<file path="config.mk">
export PLATFORM = sky130hd
export DESIGN_NAME = bqb_lane
export DESIGN_NICKNAME = d
export VERILOG_FILES = /design/src/hdl/bqb_pkg.sv /design/src/hdl/bqb_lane.sv
export SDC_FILE = /design/constraint.sdc
export NUM_CORES = 1
export LEC_CHECK = 0
export BUFFER_PORTS_ARGS = -buffer_cell sky130_fd_sc_hd__buf_2
export CORE_MARGIN = 3
export CORE_UTILIZATION = 43
export CTS_BUF_LIST = sky130_fd_sc_hd__clkbuf_2
export CTS_CLUSTER_DIAMETER = 80
export CTS_CLUSTER_SIZE = 40
export DETAILED_ROUTE_END_ITERATION = 10
export PLACE_DENSITY = 0.65
export RECOVER_POWER = 25
export SLEW_MARGIN = 25
export SYNTH_ARGS = -nofsm -noshare
export SYNTH_HDL_FRONTEND = slang
export SYNTH_SLANG_ARGS = --single-unit
</file>
<file path="constraint.sdc">
create_clock -name clk -period 12.3 [get_ports clk]
set_clock_uncertainty 0.2 [all_clocks]
set_input_delay 0.615 -clock clk [delete_from_list [all_inputs] [get_ports clk]]
set_output_delay 0.615 -clock clk [all_outputs]
set_load 0.005 [all_outputs]
</file>
<file path="src/hdl/bqb_pkg.sv">
// bqb_pkg: shared types, constants and helpers for the bayer quad binning block
// depends on nothing; imported by every module of the block
`timescale 1ns / 1ps

package bqb_pkg;

    // datapath widths
    localparam int SAMPLE_W   = 16;
    localparam int DIFF_W     = 17;
    localparam int GAIN_W     = 16;
    localparam int PROD_W     = 34;
    localparam int SUMG_W     = 19;
    localparam int SUMO_W     = 36;
    localparam int TOTAL_W    = 37;
    localparam int OP_W       = 32;
    localparam int SCALE_W    = 24;
    localparam int SPROD_W    = 56;
    localparam int RSUM_W     = 57;
    localparam int RND_W      = 18;
    localparam int PIX_W      = 16;
    localparam int LANES      = 4;
    localparam int CH_W       = 2;
    localparam int Q12_SHIFT  = 12;

    // pipeline depth: three lane stages, merge, three scale stages
    localparam int PIPE_STAGES = 7;

    // configuration port
    localparam int CFG_DATA_W = 64;
    localparam int CFG_ADDR_W = 6;

    // default for the sample width parameter
    localparam int SAMPLE_BITS_DEF = 16;

    // rounding and divide-by-three constants
    localparam logic [RND_W-1:0] RND_CLAMP  = RND_W'(196608);
    localparam logic [RND_W-1:0] DIV3_RECIP = RND_W'(174763);
    localparam int               DIV3_SHIFT = 19;
    localparam logic [PIX_W-1:0] PIX_MAX    = '1;

    // cfa channel codes
    typedef enum logic [CH_W-1:0] {
        CH_R  = 2'd0,
        CH_G  = 2'd1,
        CH_B  = 2'd2,
        CH_G2 = 2'd3
    } chan_t;

    // register indexes
    typedef enum logic [2:0] {
        REG_LUMA_MODE    = 3'd0,
        REG_CFA_PATTERN  = 3'd1,
        REG_BLACK_LEVELS = 3'd2,
        REG_GAIN_RED     = 3'd3,
        REG_GAIN_BLUE    = 3'd4,
        REG_GREEN_SAT    = 3'd5,
        REG_OUTPUT_SCALE = 3'd6
    } reg_idx_t;

    // final rounding step selection
    typedef enum logic [2:0] {
        RND_SH16,
        RND_SH17,
        RND_SH18,
        RND_SH30,
        RND_DIV3
    } rnd_t;

    // register reset values
    localparam logic                  RST_LUMA_MODE    = 1'b0;
    localparam logic [7:0]            RST_CFA_PATTERN  = 8'd180;
    localparam logic [63:0]           RST_BLACK_LEVELS = 64'd0;
    localparam logic [GAIN_W-1:0]     RST_GAIN_RED     = 16'd4096;
    localparam logic [GAIN_W-1:0]     RST_GAIN_BLUE    = 16'd4096;
    localparam logic [SAMPLE_W-1:0]   RST_GREEN_SAT    = 16'd65535;
    localparam logic [SCALE_W-1:0]    RST_OUTPUT_SCALE = 24'd65536;

    // configuration seen by the datapath
    typedef struct packed {
        logic                 luma_mode;
        logic [7:0]           cfa_pattern;
        logic [63:0]          black_levels;
        logic [GAIN_W-1:0]    gain_red;
        logic [GAIN_W-1:0]    gain_blue;
        logic [SAMPLE_W-1:0]  green_saturation;
        logic [SCALE_W-1:0]   output_scale;
    } cfg_t;

    // per lane result: green difference and equalized red/blue term (two's complement)
    typedef struct packed {
        logic [DIFF_W-1:0] dg;
        logic [PROD_W-1:0] e;
    } lane_res_t;

    // merged operand handed to the scaling stages
    typedef struct packed {
        logic [OP_W-1:0] op;
        logic            zero;
        rnd_t            rnd;
    } scale_op_t;

    function automatic logic is_green(chan_t ch);
        return (ch == CH_G) || (ch == CH_G2);
    endfunction

endpackage

</file>
<file path="src/hdl/bqb_lane.sv">
// bqb_lane: one quad position: black subtract, gain multiply, saturation clip
// depends on bqb_pkg; three registered stages advanced by en
`timescale 1ns / 1ps

module bqb_lane
    import bqb_pkg::*;
#(
    parameter int SAMPLE_BITS = SAMPLE_BITS_DEF,
    parameter int LANE        = 0
)
(
    input  logic                clk,
    input  logic [2:0]          en,
    input  cfg_t                cfg,
    input  logic [SAMPLE_W-1:0] sample,
    output lane_res_t           res
);

    localparam logic [SAMPLE_W-1:0] SMASK = SAMPLE_W'((1 << SAMPLE_BITS) - 1);

    chan_t                     ch;
    logic [SAMPLE_W-1:0]       black;
    logic signed [DIFF_W-1:0]  d_next;
    logic signed [DIFF_W-1:0]  d_reg;
    chan_t                     ch_reg;
    logic [GAIN_W-1:0]         gain;
    logic signed [PROD_W-1:0]  prod_next;
    logic signed [PROD_W-1:0]  prod_reg;
    logic                      grn_reg;
    logic signed [DIFF_W-1:0]  dg_reg;
    logic signed [PROD_W-1:0]  sat_q12;
    logic signed [PROD_W-1:0]  e_next;
    lane_res_t                 res_reg;

    assign ch    = chan_t'(cfg.cfa_pattern[CH_W*LANE +: CH_W]);
    assign black = cfg.black_levels[SAMPLE_W*ch +: SAMPLE_W];

    // stage 0: black level subtract
    assign d_next = $signed({1'b0, sample & SMASK}) - $signed({1'b0, black});

    always_ff @(posedge clk)
    begin
        if (en[0])
        begin
            d_reg  <= d_next;
            ch_reg <= ch;
        end
    end

    // stage 1: red or blue gain multiply
    assign gain      = (ch_reg == CH_R) ? cfg.gain_red : cfg.gain_blue;
    assign prod_next = d_reg * $signed({1'b0, gain});

    always_ff @(posedge clk)
    begin
        if (en[1])
        begin
            prod_reg <= prod_next;
            grn_reg  <= is_green(ch_reg);
            dg_reg   <= is_green(ch_reg) ? d_reg : '0;
        end
    end

    // stage 2: zero the term for green lanes, else clip it from above at the green saturation
    assign sat_q12 = $signed({6'b0, cfg.green_saturation, 12'b0});

    always_comb
    begin
        if (grn_reg)
        begin
            e_next = '0;
        end
        else if (prod_reg > sat_q12)
        begin
            e_next = sat_q12;
        end
        else
        begin
            e_next = prod_reg;
        end
    end

    always_ff @(posedge clk)
    begin
        if (en[2])
        begin
            res_reg.dg <= dg_reg;
            res_reg.e  <= e_next;
        end
    end

    assign res = res_reg;

endmodule

</file>
* Word level (Yosys, flattened, before mapping)
Cells that the tools add are included.
** Cells by class
- $add $sub $neg :: 1
- Multiply operators :: 1
- Magnitude comparators :: 1
- Equal/unequal tests :: 2
- Shift-type cells :: 1
- Muxes and demuxes :: 2
- Reduce and logical (&&, ||, !) cells :: 3
** Operator list (number)
- $shiftx A64 B7 Y16 :: 1
- $gt A34 B29 Y1 :: 1
- $mul A17 B17 Y34 :: 1
- $mux W28 :: 1
- $sub A16 B16 Y17 :: 1
- $mux W16 :: 1
- $eq A2 B1 Y1 const B :: 1
- $eq A2 B2 Y1 const B :: 1
- $logic_not A2 Y1 :: 1
- $reduce_or A2 Y1 :: 1
- $logic_or A1 B1 Y1 :: 1
** Storage, ports and cells
- Flip-flop bits (word level) :: 122
- Bits of input ports :: 165
- Output and inout port bits :: 51
- Logic and storage cells :: 19

* Logic depth before layout (Yosys ltp)
Gate-level depths: netlist of run 1.
- Word-level depth :: 3
- Mapped depth :: 27

* Worst setup path after synthesis of run 1
OpenSTA, ideal clock, no wires.
- Path type :: flip-flop to flip-flop
- Start point :: register ch_reg[0]
- End point :: register prod_reg[33], data pin
- Setup time :: 0.259 ns
- Data arrival time :: 6.631 ns
- Data required time :: 11.841 ns
- Setup slack :: 5.210 ns
- Stages on the path, launching flop included :: 25
- Period minus slack after synthesis :: 7.090 ns
- Cell sequence :: edfxtp_1 -> clkbuf_1 -> nor2_1 -> buf_2 -> mux2_2 -> buf_2 -> nand2_1 -> fa_1 -> fa_1 -> inv_1 -> fa_1 -> fa_1 -> fa_1 -> inv_1 -> fa_1 -> inv_1 -> ha_1 -> a21oi_1 -> o21a_1 -> a32oi_1 -> nand3_1 -> a31oi_1 -> a21oi_1 -> o21ai_1 -> xnor2_1
** Between the ends
- Cells in the longest elaborated chain, start to end :: 3
** Ends and longest elaborated chain
- start, declared :: RTL line bqb_lane.sv:25 : chan_t ch_reg;
- start signal, assigned :: RTL line bqb_lane.sv:46 : ch_reg <= ch;
- $logic_not A2 Y1 :: RTL line bqb_lane.sv:51 : assign gain = (ch_reg == CH_R) ? cfg.gain_red : cfg.gain_blue;
- $mux W16 :: RTL line bqb_lane.sv:51
- $mul A17 B17 Y34 :: RTL line bqb_lane.sv:52 : assign prod_next = d_reg * $signed({1'b0, gain});
- named net prod_next[33] :: RTL line bqb_lane.sv:27 : logic signed [PROD_W-1:0] prod_next;
- end signal, assigned :: RTL line bqb_lane.sv:58 : prod_reg <= prod_next;
- end, declared :: RTL line bqb_lane.sv:28 : logic signed [PROD_W-1:0] prod_reg;
The timed path passes the listed nets, and every way through them passes these cells.
A chain may end at the register's enable or synchronous reset.

* Final worst setup path of run 1
Same ends and word-level chain as after synthesis.

==> impl_metrics.ini, run 1 <==
[placement]
hpwl_um = 29910
place.port_buffers = 184
gp_congestion = 0.8522
dp_cells = 2259

[synth]
synth-main-ff-cell = edfxtp_1
postSynthAreaPerCell_um2 = 10.29
ys_seq_area_frac = 0.2221
synth_edf_count = 122
ys_warn_count = 0
synth_cell_types = 58
syn_area_um2 = 16500
ys_ff_latch = 122
synthCells = 1604
syn_nets = 2168
synthArstFlopShare = 0

[routing]
vias = 11060
firstDrtPassIters = 5
postRouteAntennaNets = 0
drt_iter0_markers = 562
via_per_inst = 4.792
wl_per_cell_um = 15.71
drc = 0
wl_um = 36270

[global_route]
grt_pass1_vias = 12180
grt_pass1_wl_um = 60650
grt.total_usage = 0.1854
grt_max_degree = 53
grt_remaining_overflow = 0
antenna_found_initial = 1

[clocking]
post-cts-setup-buffers = 0
htree_levels = 4
cts_buffers = 17
root_buffer = clkbuf_2
clockBufferDepth = 2
cts_tree = built
worstSkewPairLatency_ns = 0.77
clkSinkCount = 122
clk_pin_slew_worst_paths_ns = 0.24

[finish]
final_cells = 2308
multi_input_area_um2 = 11140
largest_reg_flops = 51
nFillCells = 3550
drive_above_1_share = 0.1470
fin_nets = 2348
fin_util = 0.4852
register_area_um2 = 3664
syn_to_final_growth_pct = 11.03

[floorplanning]
initial_core_util = 0.4370
fp-row-count = 71
ios = 216
die_height_um = 201.9
die_w_um = 201.9
coreArea_um2 = 37760
dieArea_um2 = 40760

[timing]
drv_slew = 105
setup_tns_ns = 0
slew_headroom = -0.8061
timing.fmax_mhz = 126.3
min_period_over_period = 0.6435
worst_slew_pin_slew_ns = 2.709
hold_viol_final = 0
final-setup-viol-count = 0
post-route-min-period_ns = 7.915
rsz0062_at_grt = false

[outcome]
status = finished with violations
violations = max-capacitance violations, max-slew violations

[setup_path]
crit_path_end_kind = flip-flop
critPathKind = flip-flop to flip-flop
critPathLaunch = ch_reg[0]$_DFFE_PP_
r2r-start = ch_reg[0]$_DFFE_PP_
worst_ep_required_time_ns = 12.61
start_kind = flip-flop
cp.arrival_ns = 8.22
critPathMaxFanout = 19

[job]
maxCapViolations = 2

[worst_hold_path]
min_path_type = input pin to flip-flop
hold_path_startpoint = sample[0]
## layout make-up
class | count | area share
multi-input cells | 1036 | 0.6081
flip-flops and latches | 122 | 0.2000
inverters | 401 | 0.08217
repair buffers | 206 | 0.06134
well taps | 511 | 0.03490
clock inverters | 14 | 0.008743
clock buffers | 17 | 0.004645
diodes | 1 | 0.0001366
## path summary, 6_finish.rpt
kind                                 end  slack, ns  depth (start not counted)
setup / recovery  prod_reg[33]$_DFFE_PP_       4.39                         22
hold / removal        d_reg[0]$_DFFE_PP_       0.11                          4
setup reg to reg  prod_reg[33]$_DFFE_PP_       4.39                         22
hold reg to reg        res[37]$_DFFE_PP_       0.23                          0
## cells by family (layout without fill, tap and decap cells)
logic type,Yosys count,in the layout,share of synthesized area
xor gates and xnor gates,44,44,0.02336
adders and majority gates,399,399,0.4300
DFF,122,122,0.2221
buffers and inverters,446,638,0.1033
other,0,1,0
AOI/OAI and AO/OA,119,119,0.05043
and+or+nand+nor,425,425,0.1282
muxes,49,49,0.04270
## cells in the mapped netlist (11+ instances only)
master	number	area (um2)
fa_1	280	5605
xnor2_1	33	289.0
ha_1	119	1489
xor2_1	11	96.34
nor2b_1	85	531.8
mux2i_1	22	220.2
nor2_1	37	138.9
and2_1	69	431.7
edfxtp_1	122	3664
o21a_1	11	82.58
buf_2	12	60.06
o21ai_0	16	80.08
nand2_1	181	679.4
mux2_2	11	123.9
a21oi_1	31	155.2
mux4_2	16	360.4
clkbuf_1	31	116.4
inv_1	401	1505
## metal layers
layer / GRT usage / routed length (um) / share of wire / vias to the layer above
met2: 0.3135 / 17060 / 0.47 / 343
met5: 0 / 0 / 0 / -
met4: 0.03215 / 286 / 0.0079 / 0
li1: - / - / - / 5284
met3: 0.03173 / 2397 / 0.066 / 19
met1: 0.2564 / 16520 / 0.46 / 5415
## per-stage QoR
step	hold WS [ns]	setup WS, ns	area, um2
finish	0.1074	4.385	18320
global route	0.04968	3.965	18320
CTS	0.02294	3.981	18320
detailed placement	0.2056	3.956	17900
global placement	0.2040	4.085	17900
floorplan	0.2003	5.210	16500
## critical path, stage by stage (launching register included)
cell	delay, ns
edfxtp_1	0.76
nor2_4	0.59
mux2_2	0.54
nand2_1	0.22
fa_1	0.81
fa_1	0.47
inv_1	0.09
fa_1	0.48
fa_1	0.53
fa_1	0.50
inv_1	0.05
fa_1	0.47
inv_1	0.04
ha_1	0.35
a21oi_1	0.20
nor2_1	0.07
a211oi_1	0.33
a32oi_1	0.23
nand3_1	0.17
a31oi_1	0.10
a21oi_1	0.23
o21ai_1	0.12
xnor2_1	0.13
## layout by cell type, fill, tap and decap left out, types with 16 or more instances in the layout
cell type / Yosys / routed
a21oi_1: 31 / 31
ha_1: 119 / 119
xnor2_1: 33 / 33
nor2b_1: 85 / 85
and2_1: 69 / 69
clkbuf_2: 0 / 17
mux2i_1: 22 / 22
buf_2: 12 / 180
nand2_1: 181 / 181
o21ai_0: 16 / 16
edfxtp_1: 122 / 122
nor2_1: 37 / 36
dlygate4sd3_1: 0 / 17
mux4_2: 16 / 16
fa_1: 280 / 280
inv_1: 401 / 401
## timing repair
item,in CTS,in global routing
hold buffers,17,0
endpoints found under the hold margin,17,0
resized for setup,0,0
Power of run 1 is left out: the tool's default activity adds up to more than one toggle a clock period on the data nets, which glitch-free logic cannot reach.
==> run 2: changes to the inputs <==
- clock period: 12.3 -> 8.3 ns (I/O delays scaled with it)
==> impl_metrics.ini, run 2 (synthesized netlist as in run 1, its figures left out) <==
[clocking]
cts_tree = built
root_buffer = clkbuf_2
cts_resized = 0
cts_buffers = 17
clockBufferDepth = 2
worstSkewPairLatency_ns = 0.78
clkSinkCount = 122
htree_levels = 4
clk_pin_slew_worst_paths_ns = 0.30

[global_route]
grt_max_degree = 53
antenna_found_initial = 1
grt_remaining_overflow = 0
grt_pass1_vias = 12190
grt.total_usage = 0.1844
grt_pass1_wl_um = 60590

[timing]
drv_slew = 53
worst_slew_pin_slew_ns = 2.643
post-route-min-period_ns = 7.342
final-setup-viol-count = 0
rsz0062_at_grt = false
min_period_over_period = 0.8845
slew_headroom = -0.7621
timing.fmax_mhz = 136.2
hold_viol_final = 0
setup_tns_ns = 0

[setup_path]
critPathBufInv = 3
cp_slowest_cell = fa_1
r2r-start = ch_reg[0]$_DFFE_PP_
crit_path_end_kind = flip-flop
cp.arrival_ns = 7.65
worst_ep_required_time_ns = 8.60
reg2reg_to = prod_reg[32]$_DFFE_PP_
cpPeakStageDelay_ns = 0.57
start_kind = flip-flop
path_cells = nor2_2, buf_4, mux2_2, and2_1, fa_1, inv_1, fa_1, fa_1, inv_1, fa_1, fa_1, fa_1, ha_1, nand4_1, a211o_1, a21oi_1, o21ai_2, a21oi_2, o211ai_2, a31oi_2, mux2i_1, nand2_1
critPathMaxFanout = 17
critPathKind = flip-flop to flip-flop
cp_common_cell = fa_1
cp_top_family = adder cells
rrSetupSlack_ns = 0.96
reg2regPathDepth = 22

[placement]
gp_congestion = 0.8494
hpwl_um = 29760
place.port_buffers = 184
place_area_um2 = 17960

[floorplanning]
die_w_um = 201.9
die_height_um = 201.9
initial_core_util = 0.4370
fp-row-count = 71
coreArea_um2 = 37760
dieArea_um2 = 40760
ios = 216

[finish]
largest_reg_flops = 51
syn_to_final_growth_pct = 13.04
fin_util = 0.4940
fin_nets = 2382
mostFrequentLayoutCells = inv_1 (401), fa_1 (280), nand2_1 (181), buf_2 (181), edfxtp_1 (122)
final_common_cell = inv_1
drive_above_1_share = 0.1496
final_area_um2 = 18650
nFillCells = 3435

[routing]
drc = 0
via_per_inst = 4.801
wl_per_cell_um = 15.34
wl_um = 35930
postRouteAntennaNets = 0
vias = 11250
firstDrtPassIters = 5
drt_iter0_markers = 425

[worst_hold_path]
hold_path_startpoint = cfg[121]
worstHoldPathCells = 4
holdPathEnd = d_reg[1]$_DFFE_PP_
min_path_type = input pin to flip-flop

[outcome]
status = finished with violations
violations = max-capacitance violations, max-slew violations

[job]
maxCapViolations = 1
## run 2: cell types whose count changed in the layout (fill, tap and decap cells not counted), sizes merged
cell	change
inv	+2
clkbuf	-1
dlygate4sd3	+26
bufinv	-1
buf	+9
## run 2: worst max path at each step
stage	startpoint	slack (ns)	cells past startpoint	endpoint
2_1_floorplan	ch_reg[0]$_DFFE_PP_	1.21	24	prod_reg[33]$_DFFE_PP_
3_3_place_gp	ch_reg[0]$_DFFE_PP_	1.10	22	prod_reg[30]$_DFFE_PP_
3_5_place_dp	ch_reg[0]$_DFFE_PP_	1.01	22	prod_reg[30]$_DFFE_PP_
4_1_cts	ch_reg[0]$_DFFE_PP_	0.95	22	prod_reg[32]$_DFFE_PP_
5_1_grt	ch_reg[0]$_DFFE_PP_	0.64	23	prod_reg[33]$_DFFE_PP_
6_report	ch_reg[0]$_DFFE_PP_	0.96	22	prod_reg[32]$_DFFE_PP_
## run 2: stage by stage
step | worst slack (ns) | hold slack (ns) | std cells
floorplan | 1.210 | 0.2003 | 1604
global placement | 1.100 | 0.2020 | 2267
detailed placement | 1.013 | 0.2045 | 2267
CTS | 0.9541 | 0.006367 | 2342
global route | 0.6439 | 0.05725 | 2343
finish | 0.9583 | 0.08112 | 2343
## run 2: cell type report
| cell class | count | area, um2 | share of cell area |
|---|---|---|---|
| flip-flops and latches | 122 | 3664 | 0.1964 |
| inverters | 401 | 1505 | 0.08071 |
| clock inverters | 15 | 176.4 | 0.009459 |
| clock buffers | 17 | 85.08 | 0.004562 |
| multi-input cells | 1036 | 11130 | 0.5969 |
| diodes | 1 | 2.502 | 0.0001342 |
| well taps | 511 | 639.4 | 0.03428 |
| repair buffers | 240 | 1445 | 0.07749 |
## run 2: layer usage
metal  routed length, um  GRT usage  vias up
li1                    -          -     5351
met1               16420     0.2537     5512
met2               16720     0.3084      354
met3                2295    0.03124       31
met4                 501    0.04311        0
met5                   0          0        -
## run 2: repair_timing
| action | in CTS | in global routing |
|---|---|---|
| buffers inserted | 0 | 0 |
| hold buffers | 43 | 0 |
| endpoints found under the hold margin | 105 | 0 |
## run 2: worst register-to-register path: cells and delay by family (launching register included)
family | cells | cell delay [ns]
flip-flops | 1 | 0.48
buffers and inverters | 3 | 0.40
multiplexers | 2 | 0.76
AO/OA/AOI/OAI | 6 | 1.15
AND/OR/NAND/NOR | 4 | 0.62
adder cells (fa/ha/maj) | 7 | 3.46
Power of run 2 is left out for the same reason.
==> run 3: changes to the inputs <==
- HOLD_SLACK_MARGIN: unset -> 0.1
- MAX_ROUTING_LAYER: unset -> met4
- clock period: 8.3 -> 9 ns (I/O delays scaled with it)
==> impl_metrics.ini, run 3 (synthesized netlist as in run 1, its figures left out) <==
[routing]
postRouteAntennaNets = 0
vias = 11210
drt_iter0_markers = 457
via_per_inst = 4.784
wl_per_cell_um = 15.55
firstDrtPassIters = 4
wl_um = 36430
drc = 0

[global_route]
grt_pass1_wl_um = 60660
antenna_found_initial = 1
grt_pass1_vias = 12080
grt_remaining_overflow = 0
grt_max_degree = 53
grt.total_usage = 0.1926

[job]
maxCapViolations = 2

[setup_path]
cpPeakStageDelay_ns = 0.78
cp_common_cell = fa_1
critPathBufInv = 3
path_cells = nor2_2, mux2_2, nand2_1, fa_1, fa_1, inv_1, fa_1, fa_1, fa_1, inv_1, fa_1, inv_1, ha_1, a21oi_1, nor2_1, a211oi_1, a32oi_1, nand3_1, a31oi_1, a21oi_1, o21ai_1, xnor2_1
cp_slowest_cell = fa_1
start_kind = flip-flop
critPathKind = flip-flop to flip-flop
critPathMaxFanout = 19
crit_path_end_kind = flip-flop
worst_ep_required_time_ns = 9.30
cp_top_family = adder cells
cp.arrival_ns = 8.34

[floorplanning]
die_w_um = 201.9
dieArea_um2 = 40760
fp-row-count = 71
die_height_um = 201.9
initial_core_util = 0.4370
ios = 216
coreArea_um2 = 37760

[finish]
fin_nets = 2382
nFillCells = 3504
mostFrequentLayoutCells = inv_1 (401), fa_1 (280), nand2_1 (181)
syn_to_final_growth_pct = 13.20
final_common_cell = inv_1
multi_input_area_um2 = 11130
register_area_um2 = 3664
drive_above_1_share = 0.1442
largest_reg_flops = 51

[clocking]
cts_buffers = 17
cts_tree = built
clkSinkCount = 122
clk_pin_slew_worst_paths_ns = 0.21
clockBufferDepth = 2
post-cts-setup-buffers = 0
root_buffer = clkbuf_2
htree_levels = 4
worstSkewPairLatency_ns = 0.77

[placement]
place.port_buffers = 184
gp_congestion = 0.8664
hpwl_um = 29890

[timing]
setup_tns_ns = 0
rsz0062_at_grt = false
hold_viol_final = 0
worst_slew_pin_slew_ns = 2.734
min_period_over_period = 0.8928
slew_headroom = -0.8226
final-setup-viol-count = 0
timing.fmax_mhz = 124.4
post-route-min-period_ns = 8.036
drv_slew = 105

[worst_hold_path]
min_path_type = flip-flop to flip-flop

[outcome]
status = finished with violations
violations = max-capacitance violations, max-slew violations
[run 3: timing repair]
| action | CTS | global route |
|---|---|---|
| endpoints found under the hold margin | 157 | 0 |
| hold buffers | 49 | 0 |
| gates resized for setup | 0 | 0 |
[run 3: worst reg2reg max path: cells and delay by family, from the launching register on]
family	cells	cell delay (ns)
compound gates	6	1.25
fa+ha+maj	7	3.55
simple gates	4	1.14
buf+inv	3	0.18
flops	1	0.77
mux	1	0.59
xor+xnor	1	0.13
[run 3: per-layer routing]
layer,share of wire,GRT usage,up-vias,wire length [um]
met5,0,-,-,0
met2,0.46,0.3113,313,16870
met1,0.47,0.2580,5517,16950
met3,0.060,0.03608,22,2189
met4,0.011,0.03763,0,418
li1,-,-,5356,-
[run 3: cell type report]
class	instances	share of cell area
multi-input cells	1036	0.5961
diodes	1	0.0001340
well taps	511	0.03424
clock inverters	15	0.01012
inverters	401	0.08060
flip-flops and latches	122	0.1962
clock buffers	17	0.004556
repair buffers	240	0.07805
[run 3: per-stage QoR]
stage / instance area, um2 / setup slack (ns) / util / hold WS, ns / std cells
finish: 18680 / 0.9644 / 0.4946 / 0.2378 / 2343
global route: 18680 / 0.3966 / 0.4946 / 0.2299 / 2343
CTS: 18680 / 0.8232 / 0.4949 / 0.1801 / 2342
detailed placement: 17920 / 0.8848 / 0.4746 / 0.2045 / 2261
global placement: 17910 / 0.9965 / 0.4745 / 0.2043 / 2261
floorplan: 16500 / 1.910 / - / 0.2003 / 1604
[run 3: worst paths after layout]
path / cells after the start / startpoint / slack [ns] / endpoint
max: 22 / ch_reg[0]$_DFFE_PP_ / 0.96 / prod_reg[33]$_DFFE_PP_
min: 0 / dg_reg[15]$_SDFFCE_PN0P_ / 0.24 / res[49]$_DFFE_PP_
max reg2reg: 22 / ch_reg[0]$_DFFE_PP_ / 0.96 / prod_reg[33]$_DFFE_PP_
min reg2reg: 0 / dg_reg[15]$_SDFFCE_PN0P_ / 0.24 / res[49]$_DFFE_PP_
Power of run 3 is left out for the same reason.
